[config.mk]
export PLATFORM = sky130hd
export DESIGN_NAME = envelope_overshoot_limiter_unit_flat
export DESIGN_NICKNAME = d
export VERILOG_FILES = /design/src/rtl/eol_pkg.sv /design/src/rtl/eol_in_if.sv /design/src/rtl/eol_out_if.sv /design/src/rtl/eol_cfg_if.sv /design/src/rtl/eol_ram.sv /design/src/rtl/eol_fifo.sv /design/src/rtl/eol_front.sv /design/src/rtl/eol_back.sv /design/src/rtl/envelope_overshoot_limiter_unit.sv /design/src/flat_wrapper.sv
export SDC_FILE = /design/constraint.sdc
export NUM_CORES = 2
export LEC_CHECK = 0
export BUFFER_PORTS_ARGS = -buffer_cell sky130_fd_sc_hd__buf_2
export CELL_PAD_IN_SITES_DETAIL_PLACEMENT = 0
export CELL_PAD_IN_SITES_GLOBAL_PLACEMENT = 1
export CORE_ASPECT_RATIO = 1.25
export CORE_MARGIN = 4
export CORE_UTILIZATION = 53
export CTS_CLUSTER_SIZE = 14
export DETAILED_ROUTE_END_ITERATION = 12
export PLACE_DENSITY_LB_ADDON = 0.1
export SYNTH_ARGS = -nofsm -noshare
export SYNTH_HDL_FRONTEND = slang
export SYNTH_SLANG_ARGS = --single-unit
[constraint.sdc]
create_clock -name clk_i -period 12.1 [get_ports clk_i]
set_input_delay 1.21 -clock clk_i [delete_from_list [all_inputs] [get_ports clk_i]]
set_output_delay 1.21 -clock clk_i [all_outputs]
set_load 0.05 [all_outputs]
[src/rtl/eol_pkg.sv]
package eol_pkg;

  // Default build parameters.
  localparam int unsigned WINDOW_LEN_DEF  = 5;
  localparam int unsigned SAMPLE_BITS_DEF = 18;

  // Fixed-point constants: one in Q3.15 and the shift of the Q.29 divisor.
  localparam int unsigned ONE_Q15   = 32768;
  localparam int unsigned DIV_SHIFT = 29;

  // Configuration port and register widths.
  localparam int unsigned CFG_IDX_BITS  = 8;
  localparam int unsigned CFG_DATA_BITS = 32;
  localparam int unsigned GAIN_BITS     = 16;

  // Depth of the queue between front and back.
  localparam int unsigned QUEUE_DEPTH = 2;

  // Register indexes.
  typedef enum logic [CFG_IDX_BITS-1:0] {
    REG_RUN       = 8'd0,
    REG_OVER_GAIN = 8'd1
  } cfg_reg_e;

endpackage

[src/rtl/eol_in_if.sv]
interface eol_in_if #(
  parameter int unsigned SAMPLE_BITS = eol_pkg::SAMPLE_BITS_DEF
);
  logic                          valid;
  logic                          ready;
  logic signed [SAMPLE_BITS-1:0] in_i;
  logic signed [SAMPLE_BITS-1:0] in_q;

  modport source (output valid, output in_i, output in_q, input ready);
  modport sink   (input valid, input in_i, input in_q, output ready);
endinterface

[src/rtl/eol_out_if.sv]
interface eol_out_if #(
  parameter int unsigned SAMPLE_BITS = eol_pkg::SAMPLE_BITS_DEF
);
  logic                          valid;
  logic                          ready;
  logic signed [SAMPLE_BITS-1:0] out_i;
  logic signed [SAMPLE_BITS-1:0] out_q;

  modport source (output valid, output out_i, output out_q, input ready);
  modport sink   (input valid, input out_i, input out_q, output ready);
endinterface

[src/rtl/eol_cfg_if.sv]
interface eol_cfg_if;
  logic                               valid;
  logic                               ready;
  logic [eol_pkg::CFG_IDX_BITS-1:0]   idx;
  logic [eol_pkg::CFG_DATA_BITS-1:0]  data;

  modport source (output valid, output idx, output data, input ready);
  modport sink   (input valid, input idx, input data, output ready);
endinterface

[src/rtl/eol_ram.sv]
module eol_ram #(
  parameter int unsigned WIDTH = 8,
  parameter int unsigned DEPTH = 4
) (
  input  logic                     clk_i,
  input  logic                     we_i,
  input  logic [$clog2(DEPTH)-1:0] waddr_i,
  input  logic [WIDTH-1:0]         wdata_i,
  input  logic [$clog2(DEPTH)-1:0] raddr_i,
  output logic [WIDTH-1:0]         rdata_o
);
  logic [WIDTH-1:0] mem_q [DEPTH];

  // One write port and one registered read port.
  always_ff @(posedge clk_i) begin
    if (we_i) begin
      mem_q[waddr_i] <= wdata_i;
    end
    rdata_o <= mem_q[raddr_i];
  end
endmodule

[src/rtl/eol_fifo.sv]
module eol_fifo #(
  parameter int unsigned WIDTH = 8,
  parameter int unsigned DEPTH = eol_pkg::QUEUE_DEPTH
) (
  input  logic             clk_i,
  input  logic             rst_ni,
  input  logic             push_i,
  input  logic [WIDTH-1:0] push_data_i,
  output logic             full_o,
  input  logic             pop_i,
  output logic [WIDTH-1:0] pop_data_o,
  output logic             empty_o
);
  localparam int unsigned PW = (DEPTH > 1) ? $clog2(DEPTH) : 1;
  localparam int unsigned CW = $clog2(DEPTH + 1);

  logic [WIDTH-1:0] mem_q [DEPTH];
  logic [PW-1:0]    wr_ptr_q, rd_ptr_q;
  logic [CW-1:0]    cnt_q;

  assign full_o     = (cnt_q == CW'(DEPTH));
  assign empty_o    = (cnt_q == '0);
  assign pop_data_o = mem_q[rd_ptr_q];

  // Entry storage needs no reset.
  always_ff @(posedge clk_i) begin
    if (push_i && !full_o) begin
      mem_q[wr_ptr_q] <= push_data_i;
    end
  end

  // Pointers and fill count.
  always_ff @(posedge clk_i or negedge rst_ni) begin
    if (!rst_ni) begin
      wr_ptr_q <= '0;
      rd_ptr_q <= '0;
      cnt_q    <= '0;
    end else begin
      if (push_i && !full_o) begin
        wr_ptr_q <= (wr_ptr_q == PW'(DEPTH - 1)) ? '0 : wr_ptr_q + 1'b1;
      end
      if (pop_i && !empty_o) begin
        rd_ptr_q <= (rd_ptr_q == PW'(DEPTH - 1)) ? '0 : rd_ptr_q + 1'b1;
      end
      cnt_q <= cnt_q + CW'(push_i && !full_o) - CW'(pop_i && !empty_o);
    end
  end
endmodule

[src/rtl/eol_front.sv]
module eol_front #(
  parameter int unsigned SAMPLE_BITS = eol_pkg::SAMPLE_BITS_DEF,
  parameter int unsigned QW          = 1 + 3 * SAMPLE_BITS
) (
  input  logic          clk_i,
  input  logic          rst_ni,
  eol_in_if.sink        in_smp,
  input  logic          run_i,
  output logic          push_o,
  output logic [QW-1:0] push_data_o,
  input  logic          full_i
);
  localparam int unsigned SB = SAMPLE_BITS;
  localparam int unsigned RW = SB + 2;
  localparam int unsigned CW = $clog2(SB);

  typedef enum logic [4:0] {
    F_IDLE = 5'b00001,
    F_SQ   = 5'b00010,
    F_SUM  = 5'b00100,
    F_ROOT = 5'b01000,
    F_PUSH = 5'b10000
  } fstate_e;

  fstate_e          state_q, state_d;
  logic [SB-1:0]    i_q, q_q, env_q;
  logic             pass_q;
  logic [2*SB-1:0]  sqi_q, sqq_q, rad_q;
  logic [RW-1:0]    rem_q;
  logic [SB-1:0]    root_q;
  logic [CW-1:0]    cnt_q;
  logic [SB-1:0]    mag_i, mag_q;
  logic [RW-1:0]    rem_sh, trial;
  logic             take;

  assign in_smp.ready = (state_q == F_IDLE);
  assign push_o       = (state_q == F_PUSH) && !full_i;
  assign push_data_o  = {pass_q, i_q, q_q, env_q};

  // Magnitudes of the stored sample.
  assign mag_i = i_q[SB-1] ? (~i_q + 1'b1) : i_q;
  assign mag_q = q_q[SB-1] ? (~q_q + 1'b1) : q_q;

  // One root bit per cycle.
  assign rem_sh = {rem_q[RW-3:0], rad_q[2*SB-1 -: 2]};
  assign trial  = {root_q, 2'b01};
  assign take   = (rem_sh >= trial);

  // Sequencer.
  always_comb begin
    state_d = state_q;
    case (state_q)
      F_IDLE: if (in_smp.valid) state_d = run_i ? F_SQ : F_PUSH;
      F_SQ:   state_d = F_SUM;
      F_SUM:  state_d = F_ROOT;
      F_ROOT: if (cnt_q == CW'(SB - 1)) state_d = F_PUSH;
      F_PUSH: if (!full_i) state_d = F_IDLE;
      default: state_d = F_IDLE;
    endcase
  end

  always_ff @(posedge clk_i or negedge rst_ni) begin
    if (!rst_ni) begin
      state_q <= F_IDLE;
    end else begin
      state_q <= state_d;
    end
  end

  // Datapath: squares, sum, then the bit-serial square root.
  always_ff @(posedge clk_i) begin
    case (state_q)
      F_IDLE: begin
        i_q    <= in_smp.in_i;
        q_q    <= in_smp.in_q;
        pass_q <= !run_i;
        env_q  <= '0;
      end
      F_SQ: begin
        sqi_q <= mag_i * mag_i;
        sqq_q <= mag_q * mag_q;
      end
      F_SUM: begin
        rad_q  <= sqi_q + sqq_q;
        rem_q  <= '0;
        root_q <= '0;
        cnt_q  <= '0;
      end
      F_ROOT: begin
        rem_q  <= take ? (rem_sh - trial) : rem_sh;
        root_q <= {root_q[SB-2:0], take};
        rad_q  <= {rad_q[2*SB-3:0], 2'b00};
        cnt_q  <= cnt_q + 1'b1;
        env_q  <= {root_q[SB-2:0], take};
      end
      default: ;
    endcase
  end
endmodule

[src/rtl/eol_back.sv]
module eol_back #(
  parameter int unsigned WINDOW_LEN  = eol_pkg::WINDOW_LEN_DEF,
  parameter int unsigned SAMPLE_BITS = eol_pkg::SAMPLE_BITS_DEF,
  parameter int unsigned QW          = 1 + 3 * SAMPLE_BITS
) (
  input  logic                          clk_i,
  input  logic                          rst_ni,
  input  logic                          empty_i,
  output logic                          pop_o,
  input  logic [QW-1:0]                 pop_data_i,
  input  logic [eol_pkg::GAIN_BITS-1:0] gain_i,
  eol_out_if.source                     out_smp
);
  localparam int unsigned SB  = SAMPLE_BITS;
  localparam int unsigned WL  = WINDOW_LEN;
  localparam int unsigned AW  = $clog2(WL);
  localparam int unsigned PW  = ((SB > 16) ? SB : 16) + 1;
  localparam int unsigned DW  = ((SB + 16 > 30) ? SB + 16 : 30) + 1;
  localparam int unsigned RMW = DW + 1;
  localparam int unsigned NW  = SB + eol_pkg::DIV_SHIFT;
  localparam int unsigned CW  = $clog2(SB);

  typedef enum logic [6:0] {
    B_IDLE    = 7'b0000001,
    B_LEAVE   = 7'b0000010,
    B_SCAN    = 7'b0000100,
    B_SCANEND = 7'b0001000,
    B_MUL     = 7'b0010000,
    B_DIV     = 7'b0100000,
    B_OUT     = 7'b1000000
  } bstate_e;

  bstate_e         state_q, state_d;
  logic [AW-1:0]   wslot_q, rslot_q, scan_q, last_q;
  logic [WL-1:0]   valid_q;
  logic            lvld_q, svld_q, pend_q;
  logic [SB-1:0]   peak_q, env_q;
  logic [SB-1:0]   oi_q, oq_q, outi_q, outq_q, qi_q, qq_q, lowi_q, lowq_q;
  logic            negi_q, negq_q;
  logic [DW-1:0]   d_q;
  logic [RMW-1:0]  remi_q, remq_q;
  logic [CW-1:0]   cnt_q;

  logic            pop_pass;
  logic [SB-1:0]   pop_i, pop_q, pop_env;
  logic            s_we, e_we;
  logic [AW-1:0]   e_raddr;
  logic [2*SB-1:0] s_rdata;
  logic [SB-1:0]   e_rdata;
  logic [SB-1:0]   leave, pk_new, scan_val, magi, magq;
  logic            rescan, over_one;
  logic [PW-1:0]   excess;
  logic [NW-1:0]   numi, numq;
  logic [RMW-1:0]  shi, shq, dext;
  logic            ti, tq;
  logic [SB-1:0]   qi_n, qq_n;

  // Unpack the queued item.
  assign pop_pass = pop_data_i[QW-1];
  assign pop_i    = pop_data_i[QW-2 -: SB];
  assign pop_q    = pop_data_i[QW-2-SB -: SB];
  assign pop_env  = pop_data_i[SB-1:0];
  assign pop_o    = (state_q == B_IDLE) && !empty_i;

  // Sample and envelope lines.
  assign s_we    = pop_o && !pop_pass;
  assign e_we    = (state_q == B_LEAVE);
  assign e_raddr = (state_q == B_SCAN) ? scan_q : wslot_q;

  eol_ram #(.WIDTH(2 * SB), .DEPTH(WL)) u_sample_ram (
    .clk_i   (clk_i),
    .we_i    (s_we),
    .waddr_i (wslot_q),
    .wdata_i ({pop_i, pop_q}),
    .raddr_i (rslot_q),
    .rdata_o (s_rdata)
  );

  eol_ram #(.WIDTH(SB), .DEPTH(WL)) u_env_ram (
    .clk_i   (clk_i),
    .we_i    (e_we),
    .waddr_i (wslot_q),
    .wdata_i (env_q),
    .raddr_i (e_raddr),
    .rdata_o (e_rdata)
  );

  // Peak update and the decision to rescan.
  assign leave    = lvld_q ? e_rdata : '0;
  assign pk_new   = (env_q > peak_q) ? env_q : peak_q;
  assign rescan   = (leave >= pk_new) && (leave != '0);
  assign scan_val = valid_q[last_q] ? e_rdata : '0;

  // Divisor setup.
  assign over_one = (PW'(peak_q) > PW'(eol_pkg::ONE_Q15));
  assign excess   = PW'(peak_q) - PW'(eol_pkg::ONE_Q15);
  assign magi     = oi_q[SB-1] ? (~oi_q + 1'b1) : oi_q;
  assign magq     = oq_q[SB-1] ? (~oq_q + 1'b1) : oq_q;
  assign numi     = {magi, {eol_pkg::DIV_SHIFT{1'b0}}};
  assign numq     = {magq, {eol_pkg::DIV_SHIFT{1'b0}}};

  // Restoring division, one quotient bit per cycle for each lane.
  assign dext = RMW'(d_q);
  assign shi  = {remi_q[RMW-2:0], lowi_q[SB-1]};
  assign shq  = {remq_q[RMW-2:0], lowq_q[SB-1]};
  assign ti   = (shi >= dext);
  assign tq   = (shq >= dext);
  assign qi_n = {qi_q[SB-2:0], ti};
  assign qq_n = {qq_q[SB-2:0], tq};

  assign out_smp.valid = (state_q == B_OUT);
  assign out_smp.out_i = outi_q;
  assign out_smp.out_q = outq_q;

  // Sequencer.
  always_comb begin
    state_d = state_q;
    case (state_q)
      B_IDLE:    if (!empty_i) state_d = pop_pass ? B_OUT : B_LEAVE;
      B_LEAVE:   state_d = rescan ? B_SCAN : B_MUL;
      B_SCAN:    if (scan_q == AW'(WL - 1)) state_d = B_SCANEND;
      B_SCANEND: state_d = B_MUL;
      B_MUL:     state_d = over_one ? B_DIV : B_OUT;
      B_DIV:     if (cnt_q == CW'(SB - 1)) state_d = B_OUT;
      B_OUT:     if (out_smp.ready) state_d = B_IDLE;
      default:   state_d = B_IDLE;
    endcase
  end

  // Window control state.
  always_ff @(posedge clk_i or negedge rst_ni) begin
    if (!rst_ni) begin
      state_q <= B_IDLE;
      wslot_q <= '0;
      rslot_q <= AW'(WL / 2);
      valid_q <= '0;
      peak_q  <= '0;
    end else begin
      state_q <= state_d;
      if (s_we) begin
        valid_q[wslot_q] <= 1'b1;
      end
      if (state_q == B_LEAVE) begin
        peak_q  <= rescan ? '0 : pk_new;
        wslot_q <= (wslot_q == '0) ? AW'(WL - 1) : wslot_q - 1'b1;
        rslot_q <= (rslot_q == '0) ? AW'(WL - 1) : rslot_q - 1'b1;
      end
      if ((state_q == B_SCAN || state_q == B_SCANEND) && pend_q && scan_val > peak_q) begin
        peak_q <= scan_val;
      end
    end
  end

  // Item datapath.
  always_ff @(posedge clk_i) begin
    case (state_q)
      B_IDLE: begin
        env_q  <= pop_env;
        outi_q <= pop_i;
        outq_q <= pop_q;
        lvld_q <= valid_q[wslot_q];
        svld_q <= valid_q[rslot_q];
      end
      B_LEAVE: begin
        oi_q   <= svld_q ? s_rdata[2*SB-1 -: SB] : '0;
        oq_q   <= svld_q ? s_rdata[SB-1:0] : '0;
        scan_q <= '0;
        pend_q <= 1'b0;
      end
      B_SCAN: begin
        pend_q <= 1'b1;
        last_q <= scan_q;
        scan_q <= scan_q + 1'b1;
      end
      B_MUL: begin
        d_q    <= DW'(64'd1 << eol_pkg::DIV_SHIFT) + DW'(gain_i * excess);
        remi_q <= RMW'(numi[NW-1:SB]);
        remq_q <= RMW'(numq[NW-1:SB]);
        lowi_q <= numi[SB-1:0];
        lowq_q <= numq[SB-1:0];
        negi_q <= oi_q[SB-1];
        negq_q <= oq_q[SB-1];
        qi_q   <= '0;
        qq_q   <= '0;
        cnt_q  <= '0;
        outi_q <= oi_q;
        outq_q <= oq_q;
      end
      B_DIV: begin
        remi_q <= ti ? (shi - dext) : shi;
        remq_q <= tq ? (shq - dext) : shq;
        lowi_q <= {lowi_q[SB-2:0], 1'b0};
        lowq_q <= {lowq_q[SB-2:0], 1'b0};
        qi_q   <= qi_n;
        qq_q   <= qq_n;
        cnt_q  <= cnt_q + 1'b1;
        outi_q <= negi_q ? (~qi_n + 1'b1) : qi_n;
        outq_q <= negq_q ? (~qq_n + 1'b1) : qq_n;
      end
      default: ;
    endcase
  end

  // A peak kept without a rescan covers the new envelope.
  a_peak_covers: assert property (@(posedge clk_i) disable iff (!rst_ni)
    (state_q == B_LEAVE && !rescan) |=> (peak_q >= env_q))
    else $error("peak below new envelope");

  // A pass-through item leaves the window untouched.
  a_pass_hold: assert property (@(posedge clk_i) disable iff (!rst_ni)
    (pop_o && pop_pass) |=> ($stable(wslot_q) && $stable(valid_q) && $stable(peak_q)))
    else $error("pass-through item changed window state");

  // The divisor is at least one and the remainders stay below it.
  a_div_range: assert property (@(posedge clk_i) disable iff (!rst_ni)
    (state_q == B_DIV) |-> (d_q >= DW'(64'd1 << eol_pkg::DIV_SHIFT)
                            && remi_q < dext && remq_q < dext))
    else $error("divider out of range");
endmodule

[src/rtl/envelope_overshoot_limiter_unit.sv]
// Overshoot limiter for controlled-envelope SSB. Each I/Q request returns one
// I/Q request. With run set, the sample enters a WINDOW_LEN-deep line, its
// truncated magnitude is tracked as a window peak, and the sample from
// WINDOW_LEN/2 requests earlier is divided by 1 + over_gain*(peak - 1) when
// the peak exceeds one. With run clear, samples pass unchanged. The front
// computes the magnitude, with run set, by a bit-serial square root, hands the
// request to a two-entry queue, waiting while it is full, and takes a new
// request only once that hand-off is done. The back pops the request,
// updates the window peak, rescans the envelope line one entry a cycle when
// the peak leaves the window, sets up the divisor, runs the restoring divider
// when the peak exceeds one, and holds the result until it is taken. Front
// and back overlap through the queue, so the front can work on a new request
// while the back finishes the last. Write configuration only while the block
// is idle.
module envelope_overshoot_limiter_unit #(
  parameter int unsigned WINDOW_LEN  = eol_pkg::WINDOW_LEN_DEF,
  parameter int unsigned SAMPLE_BITS = eol_pkg::SAMPLE_BITS_DEF
) (
  input  logic      clk_i,
  input  logic      rst_ni,
  eol_cfg_if.sink   cfg_i,
  eol_in_if.sink    in_smp_i,
  eol_out_if.source out_smp_o
);
  localparam int unsigned QW = 1 + 3 * SAMPLE_BITS;

  logic                          run_q;
  logic [eol_pkg::GAIN_BITS-1:0] gain_q;
  logic                          push, full, pop, empty;
  logic [QW-1:0]                 push_data, pop_data;

  // Configuration registers.
  assign cfg_i.ready = 1'b1;

  always_ff @(posedge clk_i or negedge rst_ni) begin
    if (!rst_ni) begin
      run_q  <= 1'b0;
      gain_q <= '0;
    end else if (cfg_i.valid) begin
      case (cfg_i.idx)
        eol_pkg::REG_RUN:       run_q  <= cfg_i.data[0];
        eol_pkg::REG_OVER_GAIN: gain_q <= cfg_i.data[eol_pkg::GAIN_BITS-1:0];
        default: ;
      endcase
    end
  end

  eol_front #(.SAMPLE_BITS(SAMPLE_BITS), .QW(QW)) u_front (
    .clk_i       (clk_i),
    .rst_ni      (rst_ni),
    .in_smp      (in_smp_i),
    .run_i       (run_q),
    .push_o      (push),
    .push_data_o (push_data),
    .full_i      (full)
  );

  eol_fifo #(.WIDTH(QW), .DEPTH(eol_pkg::QUEUE_DEPTH)) u_queue (
    .clk_i       (clk_i),
    .rst_ni      (rst_ni),
    .push_i      (push),
    .push_data_i (push_data),
    .full_o      (full),
    .pop_i       (pop),
    .pop_data_o  (pop_data),
    .empty_o     (empty)
  );

  eol_back #(.WINDOW_LEN(WINDOW_LEN), .SAMPLE_BITS(SAMPLE_BITS), .QW(QW)) u_back (
    .clk_i      (clk_i),
    .rst_ni     (rst_ni),
    .empty_i    (empty),
    .pop_o      (pop),
    .pop_data_i (pop_data),
    .gain_i     (gain_q),
    .out_smp    (out_smp_o)
  );
endmodule

[src/flat_wrapper.sv]
// flat-port wrapper written by rule: the top's interface ports become plain ports
module envelope_overshoot_limiter_unit_flat 
#(
  parameter int unsigned WINDOW_LEN  = eol_pkg::WINDOW_LEN_DEF,
  parameter int unsigned SAMPLE_BITS = eol_pkg::SAMPLE_BITS_DEF
)
  (clk_i, rst_ni, cfg_i_valid, cfg_i_idx, cfg_i_data, cfg_i_ready, in_smp_i_valid, in_smp_i_in_i, in_smp_i_in_q, in_smp_i_ready, out_smp_o_valid, out_smp_o_out_i, out_smp_o_out_q, out_smp_o_ready);
  eol_cfg_if cfg_i_i ();
  eol_in_if #(.SAMPLE_BITS(SAMPLE_BITS)) in_smp_i_i ();
  eol_out_if #(.SAMPLE_BITS(SAMPLE_BITS)) out_smp_o_i ();
  input  logic clk_i;
  input  logic rst_ni;
  input wire logic [$bits(cfg_i_i.valid)-1:0] cfg_i_valid;
  input wire logic [$bits(cfg_i_i.idx)-1:0] cfg_i_idx;
  input wire logic [$bits(cfg_i_i.data)-1:0] cfg_i_data;
  output wire logic [$bits(cfg_i_i.ready)-1:0] cfg_i_ready;
  input wire logic [$bits(in_smp_i_i.valid)-1:0] in_smp_i_valid;
  input wire logic [$bits(in_smp_i_i.in_i)-1:0] in_smp_i_in_i;
  input wire logic [$bits(in_smp_i_i.in_q)-1:0] in_smp_i_in_q;
  output wire logic [$bits(in_smp_i_i.ready)-1:0] in_smp_i_ready;
  output wire logic [$bits(out_smp_o_i.valid)-1:0] out_smp_o_valid;
  output wire logic [$bits(out_smp_o_i.out_i)-1:0] out_smp_o_out_i;
  output wire logic [$bits(out_smp_o_i.out_q)-1:0] out_smp_o_out_q;
  input wire logic [$bits(out_smp_o_i.ready)-1:0] out_smp_o_ready;
  assign cfg_i_i.valid = cfg_i_valid;
  assign cfg_i_i.idx = cfg_i_idx;
  assign cfg_i_i.data = cfg_i_data;
  assign cfg_i_ready = cfg_i_i.ready;
  assign in_smp_i_i.valid = in_smp_i_valid;
  assign in_smp_i_i.in_i = in_smp_i_in_i;
  assign in_smp_i_i.in_q = in_smp_i_in_q;
  assign in_smp_i_ready = in_smp_i_i.ready;
  assign out_smp_o_valid = out_smp_o_i.valid;
  assign out_smp_o_out_i = out_smp_o_i.out_i;
  assign out_smp_o_out_q = out_smp_o_i.out_q;
  assign out_smp_o_i.ready = out_smp_o_ready;
  envelope_overshoot_limiter_unit #(.WINDOW_LEN(WINDOW_LEN), .SAMPLE_BITS(SAMPLE_BITS)) u_core (.clk_i(clk_i), .rst_ni(rst_ni), .cfg_i(cfg_i_i), .in_smp_i(in_smp_i_i), .out_smp_o(out_smp_o_i));
endmodule
==> impl_metrics.yaml <==
timing:
  slew_headroom_pct: 23.0
  fin_tns_setup_ps: 0
  slew_viol_final: 0
  fmax_mhz: 103
  hold_viol: 0
  clock_skew_ps: 59.5
  grt_setup_unrepaired: "no"
  worst_slew_pin_slew_ps: 1150
  fin_ws_ps: 2370
  setup_violations: 0
  min_period_ps: 9730
  fin_crit_sh_pct: 80.4
synth:
  synth_simple_gate_area_share_pct: 10.9
  synth-edff-count: 827
  yosys.area.top_type_share_pct: 34.6
  synth_ff_type: "edfxtp_1"
  yosys-top-cells-count: "inv_1 (1,057), edfxtp_1 (827), nand2_1 (684), fa_1 (677), ha_1 (532)"
  synth_top_family_by_area: "adder cells"
  synthMuxAreaShare_pct: 3.63
  ys_types: 88
  yosysWarnings: 0
  synth_most_common_cell: "inv_1"
  synthXorXnorAreaFrac_pct: 3.78
  syn_avg_cell_area_um2: 11.0
  synthAdderAreaFrac_pct: 28.2
  synthTopCellsByArea: "edfxtp_1 (35%), fa_1 (19%), ha_1 (9.3%)"
  syn_inst: 6545
  ys_ff_latch: 943
  async_reset_ff_share_pct: 6.57
  synth_compound_area_share_pct: 8.34
  ys_seq_area_share_pct: 38.3
  syn_area_um2: 71700
  synth_area_leader_cell: "edfxtp_1"
die:
  rows: 150
  die_w_um: 337
  die_y_um: 419
  initial_utilization_pct: 53.5
  ios: 120
  core-area_um2: 134000
  die_area_um2: 141000
clock_tree:
  cts_resized: 0
  post-cts-setup-buffer-count: 0
  htree_levels: 3
  cts_tree: "yes"
  hold_buffers: 0
  root_buffer: "clkbuf_16"
  clk_latency_ps: 710
  clk_pin_slew_ps: 60
  cts_max_path_buffers: 3
  cts.sinks: 943
  numCtsBuffers: 96
critical_path:
  cpMaxStageDelayCell: "xnor2_1"
  path_max_fanout: 12
  worstSetupStartpointType: "flip-flop"
  crit_required_ps: 12540
  ff2ff_setup_slack_ps: 2370
  r2r_cells: 28
  cp.arrival_ps: 10160
  critPathCaptureType: "flip-flop"
  setup.worst_path.end: "u_core.u_front.sqq_q[35]"
  r2r-start: "u_core.u_front.q_q[4]"
  crit_type: "flip-flop to flip-flop"
  crit_path_start: "u_core.u_front.q_q[4]"
  r2r-end: "u_core.u_front.sqq_q[35]"
  slowest_delay_ps: 750
place:
  pre_cts_ws_ps: 2430
  routabilityCongestion: 0.896
  post-dp-hpwl_um: 127000
  io_buffers: 102
routing:
  drc: 0
  drt_iter0_markers: 2646
  firstDrtPassIters: 6
  vias_per_cell: 5.55
  via_count: 46900
  routed_wl_um: 169000
  antenna_left: 0
  wl_per_cell_um: 20.0
global_routing:
  grt_max_degree: 76
  antenna_found_initial: 0
  grt_pass1_wl_um: 270000
  grt-ovfl-total: 0
  grt_pass1_vias: 49800
  track_usage_pct: 24.5
outcome:
  status: "complete, no violations"
hold_path:
  min_path_type: "flip-flop to flip-flop"
cells_and_area:
  drive_gt1_share_pct: 8.25
  area_delta_synth_final_pct: 8.35
  nets: 7907
job:
  max-cap-violations: 0
==> per-stage QoR <==
stage	hold slack, ps	utilization, %	std cells	area (µm²)
after floorplan	412	-	6568	71800
after global placement	417	55.5	8267	74400
after detailed placement	422	55.5	8267	74400
after CTS	399	58.0	8447	77700
after global routing	417	58.0	8447	77700
final	405	58.0	8448	77700
==> worst min-delay path by stage <==
| stage | from | to | slack [ps] | cells past startpoint |
|---|---|---|---|---|
| 2_1_floorplan | u_core.u_back.u_sample_ram.mem_q[4][0] | u_core.u_back.u_sample_ram.rdata_o[0] | 410 | 2 |
| 3_3_place_gp | u_core.u_back.u_sample_ram.mem_q[4][10] | u_core.u_back.u_sample_ram.rdata_o[10] | 420 | 2 |
| 3_5_place_dp | u_core.u_back.u_sample_ram.mem_q[4][7] | u_core.u_back.u_sample_ram.rdata_o[7] | 420 | 2 |
| 4_1_cts | u_core.u_back.u_sample_ram.mem_q[4][32] | u_core.u_back.u_sample_ram.rdata_o[32] | 400 | 2 |
| 5_1_grt | u_core.u_back.u_sample_ram.mem_q[4][32] | u_core.u_back.u_sample_ram.rdata_o[32] | 420 | 2 |
| 6_report | u_core.u_back.u_sample_ram.mem_q[4][11] | u_core.u_back.u_sample_ram.rdata_o[11] | 400 | 2 |
==> logic make-up after synthesis <==
group                      count (synthesis)
xor gates and xnor gates                 309
AOI/OAI and AO/OA                        932
muxes                                    177
adders and majority gates               1209
other                                      2
buffers and inverters                   1307
DFF                                      943
and+or+nand+nor                         1666
==> cells in the final DEF (no fill, tap or decap), drive strengths merged, types with 46 or more instances in the layout <==
master,count
a21o,124
a21oi,277
a31oi,46
and2,226
buf,187
clkbuf,119
clkinv,48
dfrtp,59
dfxtp,54
edfxtp,827
fa,677
ha,532
inv,1068
mux2,92
mux4,57
nand2,686
nand2b,51
nand3,61
nor2,373
nor2b,53
o21ai,178
o31ai,46
xnor2,178
xor2,131
==> state kept, by name, indices dropped and copies added, names as in the netlist, 35 cells and up <==
signal / cells
u_core.u_back.u_sample_ram.mem_q: 180
u_core.u_front.sqq_q: 35
u_core.u_back.remq_q: 35
u_core.u_back.u_sample_ram.rdata_o: 36
u_core.u_front.sqi_q: 35
u_core.u_back.d_q: 35
u_core.u_front.rad_q: 36
u_core.u_queue.mem_q: 110
u_core.u_back.u_env_ram.mem_q: 90
u_core.u_back.remi_q: 35
==> per-layer routing <==
layer | part of all wire (%) | up-vias | global-route usage, %
li1 | - | 22000 | -
met1 | 41 | 23700 | 30.2
met2 | 52 | 901 | 44.7
met3 | 3.5 | 273 | 2.42
met4 | 3.8 | 0 | 8.88
met5 | 0 | - | 0
==> area by class of cell <==
class,instances,area [µm²]
flip-flops and latches,943,27500
well taps,1748,2190
repair buffers,187,1150
diodes,1,2.50
multi-input cells,4318,39500
fillers,11500,56300
clock inverters,61,689
inverters,1071,4020
clock buffers,119,2610
==> critical path, delay by kind of cell (launching register included) <==
family                   cells  cell delay [ps]
AND/OR/NAND/NOR              3             1300
flip-flops                   1              510
adder cells (fa/ha/maj)      7             3520
buffers and inverters        6              820
XOR/XNOR                     2              860
AO/OA/AOI/OAI               10             2470
Power is not shown: default switching activity piles up to over one toggle a cycle in this logic, so the estimate is an artifact.
